<file path="config.mk">
export PLATFORM = sky130hd
export DESIGN_NAME = ultrasonic_ranger_controller
export DESIGN_NICKNAME = d
export VERILOG_FILES = /design/src/rtl/urc_pkg.sv /design/src/rtl/ultrasonic_ranger_controller.sv
export SDC_FILE = /design/constraint.sdc
export NUM_CORES = 1
export LEC_CHECK = 0
export BUFFER_PORTS_ARGS = -buffer_cell sky130_fd_sc_hd__buf_2
export CORE_UTILIZATION = 62
export CTS_CLUSTER_DIAMETER = 80
export CTS_CLUSTER_SIZE = 14
export DETAILED_ROUTE_END_ITERATION = 7
export PLACE_DENSITY = 0.79
export SYNTH_ARGS = -nofsm -noshare
export SYNTH_HDL_FRONTEND = slang
export SYNTH_SLANG_ARGS = --single-unit
</file>
<file path="constraint.sdc">
create_clock -name clk -period 7.9 [get_ports clk]
set_clock_uncertainty 0.2 [all_clocks]
set_input_delay 0.395 -clock clk [delete_from_list [all_inputs] [get_ports clk]]
set_output_delay 0.395 -clock clk [all_outputs]
set_load 0.05 [all_outputs]
</file>
<file path="src/rtl/urc_pkg.sv">
package urc_pkg;

  // Command codes carried in the input tuser
  localparam logic [1:0] CMD_TICK = 2'd0;
  localparam logic [1:0] CMD_EDGE = 2'd1;
  localparam logic [1:0] CMD_READ = 2'd2;

  // Configuration register indexes
  localparam logic [1:0] REG_TRIG_PERIOD = 2'd0;
  localparam logic [1:0] REG_TRIG_WIDTH  = 2'd1;
  localparam logic [1:0] REG_ECHO_TMO    = 2'd2;
  localparam logic [1:0] REG_MIN_ECHO    = 2'd3;

  // Register reset values
  localparam logic [15:0] RST_TRIG_PERIOD = 16'd5000;
  localparam logic [7:0]  RST_TRIG_WIDTH  = 8'd1;
  localparam logic [16:0] RST_TMO_LIMIT   = 17'd2500;  // 25 ms * 100 ticks
  localparam logic [7:0]  RST_MIN_ECHO    = 8'd5;

  localparam logic [6:0]  TICKS_PER_MS    = 7'd100;
  localparam logic [15:0] DIST_NO_ECHO    = 16'hFFFF;

  // (len*100+29)/58 == ((50*len+14)*M) >> 26 with M = ceil(2^26/29),
  // exact for 50*len+14 < 2^21. Folded into one constant multiply-add.
  localparam logic [26:0] MM_MULT  = 27'd115704950;  // 50*M
  localparam logic [43:0] MM_BIAS  = 44'd32397386;   // 14*M
  localparam int          MM_SHIFT = 26;

  // Echo lengths at or above this saturate to no-echo distance
  localparam logic [31:0] MM_SAT_LEN = 32'd38011;

  typedef logic [1:0] cmd_t;

endpackage

</file>
<file path="src/rtl/ultrasonic_ranger_controller.sv">
// Ultrasonic ranger controller, one item per input transfer.
// Each input transfer is held in the input register; its result is then
//   formed by the state update and loaded into the result register.
// Throughput: one item per cycle unless out_tready stalls the result.
// Reset (rst_n low, synchronous): counters, flags and handshakes cleared,
//   configuration registers return to their defaults.
module ultrasonic_ranger_controller (
  input  logic        clk,
  input  logic        rst_n,
  // input channel
  input  logic        in_tvalid,
  output logic        in_tready,
  input  logic [7:0]  in_tdata,   // [0] echo_level, [7:1] zero
  input  logic [1:0]  in_tuser,   // [1:0] cmd
  // result channel
  output logic        out_tvalid,
  input  logic        out_tready,
  output logic [23:0] out_tdata,  // [0] trigger_out, [16:1] distance_mm,
                                  // [17] ready_res, [23:18] zero
  // configuration write channel
  input  logic        cfg_valid,
  output logic        cfg_ready,
  input  logic [1:0]  cfg_index,
  input  logic [15:0] cfg_data
);

  // Configuration registers
  logic [15:0] trig_period_r;
  logic [7:0]  trig_width_r;
  logic [16:0] tmo_limit_r;   // timeout already scaled to ticks
  logic [7:0]  min_echo_r;

  // Input register
  logic          in_vld_r;
  urc_pkg::cmd_t in_cmd_r;
  logic          in_echo_r;

  // Controller state
  logic [31:0] elapsed_r, elapsed_nxt;   // ticks since last echo start
  logic [15:0] idle_r, idle_nxt;
  logic [7:0]  pulse_r, pulse_nxt;
  logic        active_r, active_nxt;     // also the trigger level
  logic        waiting_r, waiting_nxt;
  logic [15:0] dist_r, dist_nxt;
  logic        ready_r, ready_nxt;

  // Result register
  logic        out_vld_r;
  logic [23:0] out_data_r;

  logic        advance;
  logic [31:0] elapsed_inc;
  logic [15:0] idle_inc;
  logic [7:0]  pulse_inc;
  logic [43:0] mm_prod;
  logic [15:0] mm_val;

  assign advance   = in_vld_r && (!out_vld_r || out_tready);
  assign in_tready = !in_vld_r || advance;
  assign cfg_ready = 1'b1;
  assign out_tvalid = out_vld_r;
  assign out_tdata  = out_data_r;

  // Configuration writes
  always_ff @(posedge clk) begin
    if (!rst_n) begin
      trig_period_r <= urc_pkg::RST_TRIG_PERIOD;
      trig_width_r  <= urc_pkg::RST_TRIG_WIDTH;
      tmo_limit_r   <= urc_pkg::RST_TMO_LIMIT;
      min_echo_r    <= urc_pkg::RST_MIN_ECHO;
    end else if (cfg_valid && cfg_ready) begin
      case (cfg_index)
        urc_pkg::REG_TRIG_PERIOD: trig_period_r <= cfg_data;
        urc_pkg::REG_TRIG_WIDTH:  trig_width_r  <= cfg_data[7:0];
        urc_pkg::REG_ECHO_TMO:    tmo_limit_r   <= 17'(cfg_data[9:0] * urc_pkg::TICKS_PER_MS);
        urc_pkg::REG_MIN_ECHO:    min_echo_r    <= cfg_data[7:0];
        default: ;
      endcase
    end
  end

  // Input register
  always_ff @(posedge clk) begin
    if (!rst_n) begin
      in_vld_r <= 1'b0;
    end else if (in_tready) begin
      in_vld_r <= in_tvalid;
    end
  end

  always_ff @(posedge clk) begin
    if (in_tvalid && in_tready) begin
      in_cmd_r  <= in_tuser;
      in_echo_r <= in_tdata[0];
    end
  end

  // Pulse length to millimetres, one constant multiply
  assign mm_prod = 44'(elapsed_r[15:0] * urc_pkg::MM_MULT) + urc_pkg::MM_BIAS;
  assign mm_val  = mm_prod[urc_pkg::MM_SHIFT +: 16];

  assign elapsed_inc = elapsed_r + 32'd1;
  assign idle_inc    = (idle_r != 16'hFFFF) ? idle_r + 16'd1 : idle_r;
  assign pulse_inc   = (pulse_r != 8'hFF) ? pulse_r + 8'd1 : pulse_r;

  // Next state for the item in the input register
  always_comb begin
    elapsed_nxt = elapsed_r;
    idle_nxt    = idle_r;
    pulse_nxt   = pulse_r;
    active_nxt  = active_r;
    waiting_nxt = waiting_r;
    dist_nxt    = dist_r;
    ready_nxt   = ready_r;
    case (in_cmd_r)
      urc_pkg::CMD_TICK: begin
        elapsed_nxt = elapsed_inc;
        idle_nxt    = idle_inc;
        if (!active_r) begin
          if (idle_inc >= trig_period_r) begin
            active_nxt = 1'b1;
            pulse_nxt  = 8'd0;
            idle_nxt   = 16'd0;
          end
        end else begin
          pulse_nxt = pulse_inc;
          if (pulse_inc >= trig_width_r) begin
            active_nxt = 1'b0;
          end
        end
        if (waiting_r && (elapsed_inc > {15'd0, tmo_limit_r})) begin
          waiting_nxt = 1'b0;
          dist_nxt    = urc_pkg::DIST_NO_ECHO;
          ready_nxt   = 1'b1;
        end
      end
      urc_pkg::CMD_EDGE: begin
        if (in_echo_r) begin
          elapsed_nxt = 32'd0;
          waiting_nxt = 1'b1;
        end else begin
          waiting_nxt = 1'b0;
          // short or empty echoes leave the stored result alone
          if ((elapsed_r != 32'd0) && (elapsed_r >= {24'd0, min_echo_r})) begin
            dist_nxt  = (elapsed_r >= urc_pkg::MM_SAT_LEN) ? urc_pkg::DIST_NO_ECHO : mm_val;
            ready_nxt = 1'b1;
          end
        end
      end
      default: ;
    endcase
  end

  // State update
  always_ff @(posedge clk) begin
    if (!rst_n) begin
      elapsed_r <= 32'd0;
      idle_r    <= 16'd0;
      pulse_r   <= 8'd0;
      active_r  <= 1'b0;
      waiting_r <= 1'b0;
      dist_r    <= 16'd0;
      ready_r   <= 1'b0;
    end else if (advance) begin
      elapsed_r <= elapsed_nxt;
      idle_r    <= idle_nxt;
      pulse_r   <= pulse_nxt;
      active_r  <= active_nxt;
      waiting_r <= waiting_nxt;
      dist_r    <= dist_nxt;
      // a read clears ready after reporting it
      ready_r   <= ready_nxt && (in_cmd_r != urc_pkg::CMD_READ);
    end
  end

  // Result register
  always_ff @(posedge clk) begin
    if (!rst_n) begin
      out_vld_r <= 1'b0;
    end else if (advance) begin
      out_vld_r <= 1'b1;
    end else if (out_tready) begin
      out_vld_r <= 1'b0;
    end
  end

  always_ff @(posedge clk) begin
    if (advance) begin
      out_data_r <= {6'd0, ready_nxt, dist_nxt, active_nxt};
    end
  end

  // Checks
  a_read_clears: assert property (@(posedge clk) disable iff (!rst_n)
    advance && (in_cmd_r == urc_pkg::CMD_READ) |=> !ready_r)
    else $error("ready not cleared by read");

  a_rise_arms: assert property (@(posedge clk) disable iff (!rst_n)
    advance && (in_cmd_r == urc_pkg::CMD_EDGE) && in_echo_r |=>
      waiting_r && (elapsed_r == 32'd0))
    else $error("rising echo edge did not arm timeout");

  a_hold_input: assert property (@(posedge clk) disable iff (!rst_n)
    in_vld_r && !advance |=> in_vld_r && $stable(in_cmd_r) && $stable(in_echo_r))
    else $error("input register lost a pending item");

  a_result_shown: assert property (@(posedge clk) disable iff (!rst_n)
    advance |=> out_vld_r && (out_data_r[0] == active_r) && (out_data_r[16:1] == dist_r))
    else $error("result does not match updated state");

endmodule
</file>
==> summary.json <==
{
  "drive_above_1_share": {"value": 7.55, "unit": "%"},
  "postLayoutCellArea": {"value": 18700, "unit": "um2"},
  "synthArstFlopShare": {"value": 0, "unit": "%"},
  "power.density_cell_area": {"value": 98.2, "unit": "nW/um2"},
  "fmax": {"value": 134, "unit": "MHz"},
  "worst_slew_margin_rel": {"value": 19.8, "unit": "%"},
  "path_type_of_the_worst_setup_path": {"value": "register to register"},
  "cts.path.max_buffers": {"value": 2},
  "cp_data_arrival_time": {"value": 7.43, "unit": "ns"},
  "yosysWarnings": {"value": 0},
  "finish.net_count": {"value": 2521},
  "finalCoreUtilization": {"value": 67.6, "unit": "%"},
  "globalRouteOverflowTotal": {"value": 0},
  "yosys.area.top_type": {"value": "ha_1"},
  "total_wirelength": {"value": 45200, "unit": "um"},
  "ys.flop_type": {"value": "dfxtp_1"},
  "timing.critical_path.cells": {"value": "ha_1 -> fa_1 -> fa_1 -> inv_1 -> fa_1 -> inv_1 -> fa_1 -> inv_1 -> fa_1 -> inv_1 -> ha_1 -> nand4_1 -> a2111oi_2 -> and3b_1 -> o31ai_1 -> xor2_1 -> nand3_1 -> nor4_2 -> xnor2_1 -> a21oi_1"},
  "cts_htree_levels": {"value": 4},
  "placement.io_buffers": {"value": 45},
  "total_die_area": {"value": 28800, "unit": "um2"},
  "layout_setup_ws": {"value": 0.416, "unit": "ns"},
  "crit_path_max_fanout": {"value": 10},
  "ant_nets": {"value": 0},
  "antenna_found_initial": {"value": 0},
  "cp-end-kind": {"value": "register"},
  "max_cap_viol_count": {"value": 0},
  "chipHeight": {"value": 170, "unit": "um"},
  "insertedDiodeCount": {"value": 0},
  "clock_insertion_delay_worst_skew": {"value": 0.46, "unit": "ns"},
  "timing_max_transition_violations_final": {"value": 0},
  "finalNonFillerCells": {"value": 2470},
  "cpMostUsedCell": {"value": "fa_1"},
  "yosysUniqueCellTypes": {"value": 87},
  "grt_max_degree": {"value": 74},
  "critical_path.max_stage_delay": {"value": 0.61, "unit": "ns"},
  "area_growth": {"value": 7.28, "unit": "%"},
  "dr_total_vias": {"value": 14700},
  "dp.cells": {"value": 2428},
  "outcome": {"value": "completed"},
  "dr.pass1.iters": {"value": 6},
  "mostFrequentLayoutCells": {"value": "inv_1 (328), ha_1 (273), nand2_1 (164)"},
  "clk_root_buffer_cell": {"value": "clkbuf_16"},
  "core_region": {"value": 27700, "unit": "um2"},
  "worst-endpoint-required": {"value": 7.84, "unit": "ns"},
  "placedInstanceArea": {"value": 18000, "unit": "um2"},
  "initial_utilization": {"value": 63.0, "unit": "%"},
  "most_common_library_cell_in_the_layout_ignoring_fill_and_taps": {"value": "inv_1"},
  "finalHoldViolCount": {"value": 0},
  "hold_class": {"value": "input pin to register"},
  "worst_ir_drop_vdd": {"value": 0.143, "unit": "mV"},
  "dieWidth": {"value": 170, "unit": "um"},
  "mapped_cells": {"value": 2053},
  "finalWeightedCongestion": {"value": 0.975},
  "grt_use_total": {"value": 33.0, "unit": "%"},
  "number_of_global_route_vias_before_repair": {"value": 14200},
  "placement.setup.worst_slack": {"value": 0.499, "unit": "ns"},
  "hpwlAfterDp": {"value": 35800, "unit": "um"},
  "setup_violations": {"value": 0},
  "synth_sequential_area_ratio": {"value": 17.8, "unit": "%"},
  "crit_path_top_delay_cell": {"value": "dfxtp_1"},
  "synth_area_leaders": {"value": "ha_1 (20%), fa_1 (16%), dfxtp_1 (14%), inv_1 (7.1%), a21oi_1 (4.3%)"},
  "boundaryPins": {"value": 60},
  "synth.ff_latch_count": {"value": 145},
  "numCtsBuffers": {"value": 17},
  "drt_iter0_drc": {"value": 1305},
  "detail_route.wl_per_cell": {"value": 18.3, "unit": "um"},
  "cts_tree": {"value": "built"},
  "netlist.area_leader.share": {"value": 19.6, "unit": "%"},
  "detail_route.drc_violations": {"value": 0},
  "totalNegativeSetupSlack": {"value": 0, "unit": "ns"},
  "timing.final.crit_period": {"value": 7.48, "unit": "ns"},
  "final_min_period_over_clock_period": {"value": 94.7, "unit": "%"},
  "setup.worst_path.start_class": {"value": "register"},
  "netlist_area_before_placement": {"value": 17500, "unit": "um2"},
  "power_leakage": {"value": 9.09, "unit": "nW"},
  "wire_length_of_the_first_global_routing_pass": {"value": 74400, "unit": "um"},
  "route.detailed.vias_per_inst": {"value": 5.94},
  "rows": {"value": 61},
  "post_synth_edffs": {"value": 21},
  "path_clk_slew": {"value": 0.06, "unit": "ns"},
  "setup_repair_after_global_routing_missed_its_margin": {"value": "false"},
  "timing_worst_slew_pin_value": {"value": 1.20, "unit": "ns"},
  "synthesis.area_per_instance": {"value": 8.50, "unit": "um2"},
  "clock_sink_count": {"value": 145}
}
[synth_stat cells, types with 7 or more instances]
master,n
nand3b_1,15
o21ai_0,78
inv_1,329
a211oi_1,21
a21oi_1,151
or2_2,11
nor4_1,8
mux2i_1,8
o21a_1,17
nor3_1,42
nor2b_1,13
or4_1,7
and2_1,13
a32oi_1,7
ha_1,273
a22oi_1,8
and4_1,14
fa_1,136
o211ai_1,20
or3_1,8
clkbuf_1,64
edfxtp_1,21
nand3_1,44
nand4_1,37
o21bai_1,15
nand2_1,164
dfxtp_1,124
a31oi_1,11
nand2b_1,12
and3_1,23
a21o_1,35
nor2_1,106
buf_4,11
xor2_1,34
xnor2_1,71
[worst max-delay path: cells and delay by family, from the launching register on]
kind | cells | cell delay (ns)
adders and majority gates | 7 | 3.54
AOI/OAI and AO/OA | 3 | 1.08
and+or+nand+nor | 4 | 0.94
DFF | 1 | 0.61
xor gates and xnor gates | 2 | 0.54
buffers and inverters | 4 | 0.25
[sequential cells by signal (all words and copies together), names as in the netlist]
signal	flops
active_r	1
dist_r	16
elapsed_r	32
idle_r	16
in_cmd_r	2
in_echo_r	1
in_vld_r	1
min_echo_r	8
out_tdata	18
out_tvalid	1
pulse_r	8
ready_r	1
tmo_limit_r	15
trig_period_r	16
trig_width_r	8
waiting_r	1
[cells by family after synthesis]
| group | share of synthesized area [%] |
|---|---|
| AND/OR/NAND/NOR | 16.0 |
| AO/OA/AOI/OAI | 15.6 |
| buffers and inverters | 9.28 |
| adder cells (fa/ha/maj) | 35.2 |
| flip-flops | 17.8 |
| XOR/XNOR | 5.27 |
| multiplexers | 0.781 |
| other | 0.0430 |
[where the power goes]
| group | internal (mW) | switching, mW | leakage [nW] | total [mW] |
|---|---|---|---|---|
| combinational | 0.0912 | 0.155 | 7.60 | 0.246 |
| clock | 0.464 | 0.352 | 0.287 | 0.817 |
| sequential | 0.765 | 0.0108 | 1.20 | 0.776 |
[what timing repair did]
| action | 4_1_cts | 5_1_grt |
|---|---|---|
| endpoints found under the setup margin | 0 | 1 |
| buffers inserted | 0 | 0 |
| gates resized for setup | 0 | 1 |
| hold buffers | 10 | 0 |
| endpoints found under the hold margin | 10 | 0 |
[area by class of cell]
class / instances / area, um2
clock inverter: 13 / 120
fill: 2307 / 8980
multi-input combinational: 1499 / 12800
tap: 378 / 473
timing repair buffer: 87 / 566
sequential: 145 / 3110
inverter: 329 / 1230
clock buffer: 19 / 464
[metal layers]
layer  vias up  part of all wire [%]  GRT usage, %
li1       7020                     -             -
met1      7163                    46          46.0
met2       427                    47          53.4
met3        66                   6.0          4.80
met4         0                   1.9          8.85
met5         -                     0             0
[metrics by stage]
| step | hold slack (ns) | power [mW] |
|---|---|---|
| global route | 0.0628 | 1.90 |
| global placement | 0.244 | 1.02 |
| floorplan | 0.232 | 0.974 |
| finish | 0.0481 | 1.84 |
| detailed placement | 0.248 | 1.03 |
| CTS | 0.0413 | 1.84 |
[worst paths after layout]
path | start | to | slack, ns | cells after the start
worst min register to register | trig_period_r[5] | trig_period_r[5] | 0.25 | 2
worst max register to register | elapsed_r[11] | out_tdata[13] | 0.42 | 20
worst max-delay path | elapsed_r[11] | out_tdata[13] | 0.42 | 20
worst min-delay path | cfg_data[7] | min_echo_r[7] | 0.05 | 3
Note: power is estimated with default switching activity, not from simulation.
